File: config.mk
export PLATFORM = sky130hd
export DESIGN_NAME = rvm_ram
export DESIGN_NICKNAME = d
export VERILOG_FILES = /design/src/rtl/core/rvm_ram.sv
export SDC_FILE = /design/constraint.sdc
export NUM_CORES = 2
export LEC_CHECK = 0
export BUFFER_PORTS_ARGS = -buffer_cell sky130_fd_sc_hd__buf_2
export CORE_ASPECT_RATIO = 1.2
export CORE_UTILIZATION = 55
export CTS_BUF_LIST = sky130_fd_sc_hd__clkbuf_2
export CTS_CLUSTER_SIZE = 28
export DETAILED_ROUTE_END_ITERATION = 8
export GPL_TIMING_DRIVEN = 0
export HOLD_SLACK_MARGIN = 0.05
export MAX_ROUTING_LAYER = met4
export PLACE_DENSITY_LB_ADDON = 0.1
export SYNTH_ARGS = -nofsm -noshare
export SYNTH_HDL_FRONTEND = slang
export SYNTH_SLANG_ARGS = --single-unit
File: constraint.sdc
create_clock -name i_clk -period 13.1 [get_ports i_clk]
set_clock_uncertainty 0.2 [all_clocks]
set_input_delay 0.655 -clock i_clk [delete_from_list [all_inputs] [get_ports i_clk]]
set_output_delay 0.655 -clock i_clk [all_outputs]
set_load 0.005 [all_outputs]
File: src/rtl/core/rvm_ram.sv
module rvm_ram #(
    parameter int Width = 64,
    parameter int Depth = 64
) (
    input  logic                     i_clk,
    input  logic                     i_we,
    input  logic [$clog2(Depth)-1:0] i_waddr,
    input  logic [Width-1:0]         i_wdata,
    input  logic [$clog2(Depth)-1:0] i_raddr,
    output logic [Width-1:0]         o_rdata
);

    logic [Width-1:0] r_mem [Depth];
    logic [Width-1:0] r_rdata;

    always_ff @(posedge i_clk) begin
        if (i_we) begin
            r_mem[i_waddr] <= i_wdata;
        end
        r_rdata <= r_mem[i_raddr];
    end

    assign o_rdata = r_rdata;

endmodule

==> Word-level counts from Yosys, hierarchy flattened <==
Memories as Yosys holds them, arrays and structs flattened. A register that Yosys moved wholly into a read port is not among the register bits.
Cells that the tools add are included.
{ "totals": {"mem_bits_rw": 4096, "wordCells": 3, "in_bits": 78, "out_inout_bits": 64, "mem_count": 1, "ff_bits": 0} }
{ "classes": {"muxes": 2} }
{ "mem_list": {"columns": ["name", "words", "width", "read_ports", "rd_clocked_by_memory_dff", "write_ports", "line_no", "source"], "rows": [
  ["r_mem", 64, 64, 1, 1, 1, "13", "logic [Width-1:0] r_mem [Depth];"]
]} }
{ "ops": {"columns": ["cell", "count"], "rows": [
  ["1-bit 2-to-1 mux", 2]
]} }

==> Logic depth before layout (Yosys ltp) <==
{ "depth": {"ltp_word": 2, "depth_mapped": 9} }

==> Worst setup path before layout <==
Ideal clock, no wire load.
{ "synth_timing": {"path_kind": "in2reg", "from": "input port i_waddr[3]", "to": "memory r_mem[48][0] (enable)", "setup_slack_ns": 6.809, "arrival_time_ns": 5.527, "t_required_ns": 12.336, "path_stages": 4, "setup_ns": 0.564, "path_cell_list": "clkbuf_1 -> nor2b_1 -> nand4b_1 -> nor3_1"} }
{ "synth_rtl": {"columns": ["element", "line_no", "source"], "rows": [
  ["start, declared", "7", "input logic [$clog2(Depth)-1:0] i_waddr,"],
  ["end, declared", "13", null]
]} }
No word-level cell before the write port.

==> Worst setup path in the final report <==
{ "layout_timing": {"from": "input port i_we", "to": "memory r_mem[48][37] (enable)"} }
{ "layout_between": {"elab_chain_len": 2} }
{ "layout_rtl": {"columns": ["element", "line_no", "source"], "rows": [
  ["start, declared", "6", "input logic i_we,"],
  ["1-bit 2-to-1 mux", "17", "if (i_we) begin"],
  ["1-bit 2-to-1 mux (not written as such)", "18", "r_mem[i_waddr] <= i_wdata;"]
]} }
No other way between the ends.

==> results.json <==
{
  "r2r-end": "o_rdata[3]",
  "grt_start_max_net_pins": 65,
  "area_growth_syn_to_layout_pct": 14.4,
  "worstPathMaxFanout": 9,
  "worstSetupStartpointType": "input port",
  "total_power_w": 0.0244,
  "crit_path_cell_trace": "dlygate4sd3_1 > dlygate4sd3_1 > buf_2 > dlygate4sd3_1 > nand4b_1 > dlygate4sd3_1 > dlygate4sd3_1 > nor3_2 > dlygate4sd3_1 > buf_6 > buf_4 > buf_8 > buf_6 > buf_6 > buf_6 > buf_4",
  "syn_inst": 6598,
  "worst_ep_required_time_ns": 14.40,
  "drv_slew": 2,
  "crit_top_cell": "dlygate4sd3_1",
  "cpPeakStageDelay_ns": 0.91,
  "synthFlopType": "edfxtp_1",
  "path_delay_family": "buffers and inverters",
  "boundaryPins": 142,
  "powerDensity_nw_per_um2": 136,
  "final_nets": 8247,
  "ir_worst_vdd_v": 0.0000920,
  "r2r_start": "r_mem[8][3]",
  "clk_latency_ns": 2.02,
  "grtUsageTotal_pct": 32.0,
  "hold_viol": 0,
  "synth_edf_count": 4096,
  "grt-ovfl-total": 0,
  "ys_top_cells_by_count": "edfxtp_1 (4,096), mux4_2 (1,024), buf_2 (170)",
  "dp_hpwl_um": 283000,
  "max_freq_mhz": 187,
  "endpoint_kind": "flip-flop",
  "tightest_slew_ns": 1.60,
  "fp.dieH_um": 586,
  "yosysUniqueCellTypes": 33,
  "grt_pass1_wl_um": 611000,
  "avgSynthCellArea_um2": 23.7,
  "cts_resized": 0,
  "min_period_over_period_pct": 40.7,
  "ctsHoldBuffers": 291,
  "syn-num-nets": 6676,
  "die_area_um2": 286000,
  "wl_per_cell_um": 34.5,
  "p_leak_nw": 58.1,
  "reg2reg_depth": 7,
  "r2r_slack_ns": 9.44,
  "vias_per_cell": 6.34,
  "path_class": "in -> reg",
  "port_buffers": 133,
  "antenna_found_initial": 35,
  "yosys-top-cells-area": "edfxtp_1 (79%), mux4_2 (15%), mux2i_1 (0.86%)",
  "crit_buf_inv": 14,
  "cts_buffers": 941,
  "hp-class": "in -> reg",
  "crit_slowest_cell": "dlygate4sd3_1",
  "violations": "max-capacitance violations, max-slew violations",
  "gp_congestion": 0.826,
  "status": "finished with violations",
  "ys_warn_count": 0,
  "path_depth": 16,
  "rsz0062_at_grt": "false",
  "hold_start": "i_waddr[4]",
  "drtPass1Iterations": 5,
  "rows": 214,
  "yosys.area.top_type_share_pct": 78.7,
  "clock_sinks": 4160,
  "cts_tree": "yes",
  "worstPathArrival_ns": 6.64,
  "start_util_pct": 55.2,
  "vias": 80600,
  "drive_gt1_share_pct": 36.0,
  "yosysSeqAreaShare_pct": 79.5,
  "ys_seq_elements": 4160,
  "drc": 0,
  "routed_wl_um": 439000,
  "finalSetupViolCount": 0,
  "htreeDepth": 6,
  "synth.most_common_cell": "edfxtp_1",
  "setup_tns_ns": 0,
  "ant_nets": 0,
  "grt_pass1_vias": 82300,
  "async_reset_ff_share_pct": 0,
  "drtIter0Drc": 10200,
  "dieWidth_um": 489,
  "synth_area_um2": 156000,
  "maxSlewHeadroom_pct": -7.18,
  "fin_crit_ns": 5.33,
  "post_cts_buffers": 0,
  "coreArea_um2": 283000,
  "hold_depth": 5,
  "clockBufferDepth": 4,
  "synth_area_leader_cell": "edfxtp_1",
  "cap_violations": 1,
  "fill_cells": 19700,
  "min_to": "r_mem[9][61]",
  "clkSlewWorstSetupHoldPaths_ns": 0.14,
  "cts-root-buf": "clkbuf_2"
}
==> stage by stage <==
stage	hold slack (ns)	utilization, %	cells	worst slack [ns]	instance area (um2)
floorplan	0.554	-	6598	6.81	156000
global placement	0.704	57.1	10500	0.0821	162000
detailed placement	0.703	58.8	10700	7.61	166000
CTS	0.0504	63.2	12700	8.15	179000
global route	0.152	63.2	12700	7.95	179000
finish	0.295	63.2	12700	7.77	179000
==> worst register-to-register path: stages, from the launching register on <==
cell and delay, ns:
edfxtp_1 0.34, mux4_2 0.23, a22oi_1 0.08, dlygate4sd3_1 0.61, and3_1 0.17, dlygate4sd3_1 0.57
a211oi_1 0.60, dlygate4sd3_1 0.75
==> state kept, by name, indices dropped and copies added, names as in the netlist <==
register,flops
o_rdata,64
r_mem,4096
==> layout by cell type (no fill, tap or decap), types with 19 or more instances in the layout <==
cell type      instances
nand2_1               58
nor2b_1               28
clkbuf_1             134
or2_2                 28
buf_4                 38
buf_12               160
dlygate4sd3_1        228
mux2i_1              135
buf_2                303
nand3_1               45
buf_6                 19
a2bb2oi_1             19
a41oi_1               26
nor2_4                62
buf_1                 19
clkinv_1             202
o22ai_1               83
buf_16                88
edfxtp_1            4096
or3_1                 29
nor2_1                49
and3_1                64
a211oi_1              63
a22oi_1              168
clkbuf_2            1419
o221ai_1              38
a22o_1                88
mux4_2              1024
dfxtp_1               64
inv_1                 19
diode_2               39
==> area by class of cell <==
class                      instances  area (um2)  share of cell area [%]
multi-input combinational       2049       30700                    17.2
timing repair buffer             628        8790                    4.92
clock inverter                   256        1310                   0.730
clock buffer                    1413        7070                    3.95
inverter                          19        71.3                  0.0399
buffer                           370        1780                   0.997
tap                             3780        4730                    2.64
antenna                           39        97.6                  0.0546
sequential                      4160      124000                    69.5
==> worst max-delay path by stage <==
| stage | start | endpoint | slack, ns |
|---|---|---|---|
| finish | i_we | r_mem[48][37] | 7.77 |
| global placement | i_waddr[3] | r_mem[48][36] | 0.08 |
| global route | i_we | r_mem[48][37] | 7.95 |
| floorplan | i_waddr[3] | r_mem[48][0] | 6.81 |
| CTS | i_we | r_mem[48][37] | 8.15 |
| detailed placement | i_raddr[2] | o_rdata[6] | 7.61 |
==> layer usage <==
layer / GRT usage, % / vias to the layer above / share of wire [%]
li1: - / 32400 / -
met1: 42.3 / 42900 / 38
met2: 49.8 / 4535 / 49
met3: 6.78 / 826 / 9.6
met4: 11.3 / 0 / 3.6
met5: - / - / 0
==> power by group <==
group / internal (W) / leakage (nW) / switching [W]
combinational: 0.000572 / 14.2 / 0.000989
clock: 0.00306 / 6.47 / 0.00500
sequential: 0.0147 / 37.4 / 0.0000278
total: 0.0183 / 58.1 / 0.00601
==> cells by family after synthesis <==
kind of cell    count (synthesis)  synth area share [%]
mux                          1159                  15.6
buf+inv                       389                  1.18
flops                        4160                  79.5
simple gates                  386                  1.24
compound gates                504                  2.48
Note: power is estimated with default switching activity, not from simulation.
