### src/rtl/core/rvm_mul.sv
module rvm_mul (
    input  logic        i_clk,
    input  logic        i_rst_n,
    input  logic        i_start,
    input  logic [63:0] i_a,
    input  logic [63:0] i_b,
    output logic        o_done,
    output logic [63:0] o_p
);

    logic [1:0]  r_step;
    logic        r_busy;
    logic        r_done;
    logic [63:0] r_acc;
    logic [63:0] r_a;
    logic [63:0] r_b;
    logic [63:0] r_part;
    logic [63:0] n_part;
    logic [31:0] w_x;
    logic [31:0] w_y;

    always_comb begin
        unique case (r_step)
            2'd0: begin w_x = r_a[31:0];  w_y = r_b[31:0];  end
            2'd1: begin w_x = r_a[63:32]; w_y = r_b[31:0];  end
            default: begin w_x = r_a[31:0]; w_y = r_b[63:32]; end
        endcase
        n_part = {32'd0, w_x} * {32'd0, w_y};
    end

    always_ff @(posedge i_clk) begin
        if (!i_rst_n) begin
            r_busy <= 1'b0;
            r_done <= 1'b0;
            r_step <= 2'd0;
        end else begin
            r_done <= 1'b0;
            if (i_start) begin
                r_busy <= 1'b1;
                r_step <= 2'd0;
                r_acc  <= '0;
                r_a    <= i_a;
                r_b    <= i_b;
            end else if (r_busy) begin
                r_part <= n_part;
                r_step <= r_step + 2'd1;
                if (r_step == 2'd1) begin
                    r_acc <= r_part;
                end else if (r_step == 2'd2) begin
                    r_acc <= r_acc + {r_part[31:0], 32'd0};
                end else if (r_step == 2'd3) begin
                    r_acc  <= r_acc + {r_part[31:0], 32'd0};
                    r_busy <= 1'b0;
                    r_done <= 1'b1;
                end
            end
        end
    end

    assign o_done = r_done;
    assign o_p    = r_acc;

endmodule

### config.mk
export PLATFORM = sky130hd
export DESIGN_NAME = rvm_mul
export DESIGN_NICKNAME = d
export VERILOG_FILES = /design/src/rtl/core/rvm_mul.sv
export SDC_FILE = /design/constraint.sdc
export NUM_CORES = 2
export LEC_CHECK = 0
export BUFFER_PORTS_ARGS = -buffer_cell sky130_fd_sc_hd__buf_4
export CORE_UTILIZATION = 38
export CTS_BUF_LIST = sky130_fd_sc_hd__clkbuf_16
export CTS_CLUSTER_DIAMETER = 40
export DETAILED_ROUTE_END_ITERATION = 10
export PLACE_DENSITY = 0.55
export SETUP_SLACK_MARGIN = 0.1
export SLEW_MARGIN = 15
export SYNTH_ARGS = -nofsm -noshare
export SYNTH_HDL_FRONTEND = slang
export SYNTH_SLANG_ARGS = --single-unit
export TNS_END_PERCENT = 50
### constraint.sdc
create_clock -name i_clk -period 13.04 [get_ports i_clk]
set_clock_uncertainty 0.05 [all_clocks]
set_input_delay 2.608 -clock i_clk [delete_from_list [all_inputs] [get_ports i_clk]]
set_output_delay 2.608 -clock i_clk [all_outputs]
set_load 0.05 [all_outputs]
# After elaboration in Yosys (flattened, before gate mapping)
# Cells that the tools add are included.
[totals] word_cells=37 inputBits=131 ff_bits=260
[classes] muxes=12 bitwise=3 multipliers=1 reduce_logical=9 n_eq_ne=3 addsub=2
[ops] cell="$mux 64" n=4
[ops] cell="$add 64x64->64" n=1
[ops] cell="$mul 32x32->64" n=1
[ops] cell="$mux 32" n=2
[ops] cell="$mux 1" n=6
[ops] cell="$reduce_and 3->1" n=2
[ops] cell="$reduce_or 5->1" n=1
[ops] cell="$eq 2x2->1 const B" n=2
[ops] cell="$reduce_bool 4->1" n=1
[ops] cell="$reduce_or 2->1" n=2
[ops] cell="$not 1->1" n=3
[ops] cell="$add 2x1->2 const B" n=1
[ops] cell="$eq 2x1->1 const B" n=1
[ops] cell="$logic_not 2->1" n=1
[ops] cell="$reduce_and 2->1" n=1
[ops] cell="$reduce_bool 2->1" n=1

# Longest topological paths before layout
[logic_depth] ltp_word=6 ltp_mapped=35 mapped_depth_nobuf=31

# Worst setup path before layout
# OpenSTA, ideal clock, no wires.
[synth_path] kind="register to register" from="register r_step[1]" to="register r_part[60] (data pin)" n_path_buf=4 setup_time_ps=180 stages_incl_launch_ff=32 arrival_ps=8823 setup_slack_ps=3987 required_time_ps=12810 cell_sequence="dfxtp_1 -> inv_1 -> ha_1 -> clkbuf_1 -> nor2_1 -> clkbuf_1 -> mux2i_1 -> clkbuf_1 -> nor2_1 -> fa_1 -> inv_1 -> fa_1 -> fa_1 -> fa_1 -> inv_1 -> fa_1 -> inv_1 -> fa_1 -> inv_1 -> fa_1 -> fa_1 -> ha_1 -> buf_2 -> a21oi_1 -> nand2_1 -> a221o_1 -> a22o_1 -> o31a_1 -> a31oi_2 -> a31oi_1 -> or3_1 -> o311ai_1"
[synth_between] elab_chain_len=4 elab_cells_between_ends=6 cone_classes="mul: 1; eq/ne: 1; mux: 2; reduce/logical: 2"
[synth_rtl] item="start, declared" line="11" rtl="logic [1:0] r_step;"
[synth_rtl] item="start signal, assigned" line="46" rtl="r_step <= r_step + 2'd1;"
[synth_rtl] item="$eq 2x1->1 or $logic_not 2->1 (tied branches)" line="23" rtl="unique case (r_step)"
[synth_rtl] item="$reduce_or 2->1 (no line)"
[synth_rtl] item="$mux 32" line="23"
[synth_rtl] item="$mul 32x32->64 (*)" line="28" rtl="n_part = {32'd0, w_x} * {32'd0, w_y};"
[synth_rtl] item="via n_part[60]" line="18" rtl="logic [63:0] n_part;"
[synth_rtl] item="end signal, assigned" line="45" rtl="r_part <= n_part;"
[synth_rtl] item="end, declared" line="17" rtl="logic [63:0] r_part;"
# The timed path passes the listed nets; every way through them passes the cells marked *.
# A chain may end at the register's enable or synchronous reset.

# Worst setup path in the final report
[layout_path] from="register r_step[1]" to="register r_part[61] (data pin)"
# The elaborated chain is that of the path after synthesis.

==> qor.csv <==
stage;metric;value;unit
layout;n_fill_cell;11080;
run_status;outcome;finished, final reports clean;
global_route;grt_first_pass_wirelength;213.4;mm
worst_setup_path;crit_type;register to register;
floorplan;row_count;123;
floorplan;die-area;115900;um^2
global_route;grt_antenna_before_repair;1;
worst_hold_path;hp-class;register to register;
clock_network;clk_pin_slew_worst_paths;60;ps
layout;final_nets;5917;
synth;syn-mean-instance-area;9.740;um^2
worst_setup_path;cp_slowest_cell;mux2i_2;
global_route;grt_util_all_layers;24.89;%
timing;final.min_clock_period;10320;ps
synth;ys_seq_area_share;17.84;%
floorplan;chipHeight;340.5;um
worst_setup_path;crit_path_frequent_cell;fa_1;
detailed_routing;firstDrtPassIters;5;
timing;finalCritPeriodShare;79.15;%
global_route;busiest_layer;met2;
layout;multiInputGateArea;32040;um^2
place;portBuffers;195;
clock_network;cts_tree;done;
global_route;grt_pass1_vias;34270;
clock_network;cts_root_buf;clkbuf_16;
layout;drive_gt1_share;10.19;%
worst_setup_path;worstPathArrival;10650;ps
worst_setup_path;worst-path-max-fanout;32;
worst_setup_path;endpoint;r_part[61];
floorplan;io_pins;196;
floorplan;start_util;38.53;%
timing;tightest_slew;1169;ps
clock_network;cts-buffers-inserted;49;
worst_setup_path;startpoint;r_step[1];
timing;rsz0062_at_grt;false;
worst_setup_path;reg2reg_to;r_part[61];
worst_setup_path;reg2regPathDepth;29;
synth;synth_cell_types;69;
timing;slew_violations;0;
worst_setup_path;path_buf_inv;7;
worst_setup_path;max_stage_delay;860;ps
clock_network;post_cts_buffers;0;
clock_network;cts.sinks;260;
global_route;grt_max_degree;72;
timing;hold_violations;0;
global_route;use_met1;31.48;%
worst_setup_path;r2r-start;r_step[1];
clock_network;cts_resized;0;
layout;seqCellArea;7767;um^2
place;hpwl;113.3;mm
detailed_routing;drc;0;
clock_network;ctsHoldBuffers;0;
worst_setup_path;crit_family;adder cells;
global_route;grtUsageMet2;41.31;%
timing;finalSetupViolations;0;
detailed_routing;ant_nets;0;
synth;synth_edf_count;256;
floorplan;core-area;113000;um^2
synth;yosysWarnings;0;
synth;synth_seq_cells;260;
synth;synth_flop_cell;edfxtp_1;
worst_setup_path;cp.depth;29;
synth;postSynthCellCount;4469;
synth;ys_async_sr_fraction;0;%
timing;relSlewSlack;20.40;%
floorplan;dieWidth;340.5;um
detailed_routing;routedWlPerCell;23.31;um
place;place.gp.congestion;0.9353;
synth;syn_area;43530;um^2
clock_network;htree_levels;2;
worst_setup_path;end_kind;register;
layout;area_growth;12.00;%
clock_network;clk_latency;640;ps
detailed_routing;vias;32260;
detailed_routing;routed_wl;143.0;mm
worst_setup_path;rrSetupSlack;2720;ps
timing;fmax;96.89;MHz
worst_setup_path;cp-start-kind;register;
synth;synth.net_count;5795;
detailed_routing;drt-vias-per-instance;5.260;
clock_network;clk_path_buf_depth;3;
global_route;grt.met3_usage;4.563;%
worst_setup_path;required;13370;ps
timing;fin_setup_tns;0;ps
flow_run;cap_violations;0;
layout;final_util;43.16;%
global_route;grt.overflow.total;0;
detailed_routing;drt_iter0_drc;2420;
-- tightest hold or removal path: stages, from the launching register on --
cell and delay [ps]:
edfxtp_1 330, nand2_1 50, o31ai_1 50
-- worst min-delay path by stage --
stage	from	endpoint	slack [ps]	cells after the start
3_5_place_dp	r_part[61]	o_p[61]	480	2
2_1_floorplan	r_part[61]	o_p[61]	440	2
5_1_grt	r_step[1]	r_step[1]	520	2
4_1_cts	r_part[61]	o_p[61]	500	2
3_3_place_gp	r_part[61]	o_p[61]	470	2
6_report	r_part[61]	o_p[61]	490	2
-- cell usage in the layout (no fill, tap or decap), drive strengths merged, types with 21 or more instances in the layout --
cell type  netlist  routed
mux2i          100     100
a21oi          110     110
nand3           21      21
a21o            50      50
fa             897     897
inv            895     908
clkbuf         181      49
edfxtp         256     256
nand2          535     535
mux2            64      64
buf              9     261
ha             298     298
o21ai           49      49
nor2           681     681
xnor2           56      56
-- synth_stat cells (4+ instances only) --
cell / instances / area share (%)
ha_1: 298 / 8.6
fa_1: 897 / 41
buf_1: 6 / 0.052
xnor2_1: 56 / 1.1
nor3_1: 11 / 0.13
a31oi_1: 19 / 0.27
a21boi_0: 8 / 0.14
nor2b_1: 9 / 0.13
mux2i_1: 100 / 2.3
edfxtp_1: 256 / 18
o21a_1: 14 / 0.24
a221o_1: 4 / 0.092
and3_1: 18 / 0.26
dfxtp_1: 4 / 0.18
a21o_1: 50 / 0.86
a211oi_1: 16 / 0.28
mux2_2: 64 / 1.7
nor4b_1: 4 / 0.080
inv_1: 895 / 7.7
nand2b_1: 14 / 0.20
a211o_1: 7 / 0.14
nand2_1: 535 / 4.6
xor2_1: 20 / 0.40
o21ai_0: 48 / 0.55
nor2_1: 681 / 5.9
o211ai_1: 6 / 0.10
nand3_1: 21 / 0.24
a21oi_1: 110 / 1.3
nand4_1: 15 / 0.22
o31a_1: 7 / 0.14
o21bai_1: 17 / 0.29
clkbuf_1: 180 / 1.6
o31ai_1: 10 / 0.17
and2_1: 19 / 0.27
-- metrics by stage --
step / hold slack (ps) / cell area, um^2 / setup slack (ps) / cells
4_1_cts: 495.3 / 48750 / 2747 / 6132
3_5_place_dp: 476.6 / 47020 / 2761 / 6040
3_3_place_gp: 470.3 / 47020 / 3017 / 6040
5_1_grt: 522.6 / 48750 / 2360 / 6132
2_1_floorplan: 444.6 / 43530 / 3987 / 4469
6_report: 490.5 / 48750 / 2719 / 6134
-- final cells by class --
cell class	count	area share, %
clock buffers	49	2.515
flip-flops and latches	260	15.93
inverters	895	6.891
well taps	1500	3.850
repair buffers	261	4.045
clock inverters	43	1.039
diodes	2	0.01027
multi-input cells	3124	65.72
-- cell families (layout without fill, tap and decap cells) --
logic type | count (synthesis) | in the layout | share of synthesized area, %
AND/OR/NAND/NOR | 1342 | 1342 | 12.26
adder cells (fa/ha/maj) | 1195 | 1195 | 49.82
buffers and inverters | 1085 | 1248 | 9.368
AO/OA/AOI/OAI | 347 | 347 | 5.226
flip-flops | 260 | 260 | 17.84
multiplexers | 164 | 164 | 3.955
XOR/XNOR | 76 | 76 | 1.529
other | 0 | 2 | 0
-- routing by layer --
layer  wire length (um)  part of all wire [%]  up-vias
li1                   -                     -    13970
met1              56210                    39    16680
met2              68970                    48     1291
met3              10570                   7.4      321
met4               7232                   5.1        2
met5                 11                0.0077        -
-- registers in the layout (all words and copies together), names as in the netlist --
| signal | cells |
|---|---|
| r_step | 2 |
| o_done | 1 |
| r_busy | 1 |
| r_part | 64 |
| o_p | 64 |
| r_a | 64 |
| r_b | 64 |
Power is not shown: default switching activity piles up to over one toggle a cycle in this logic, so the estimate is an artifact.
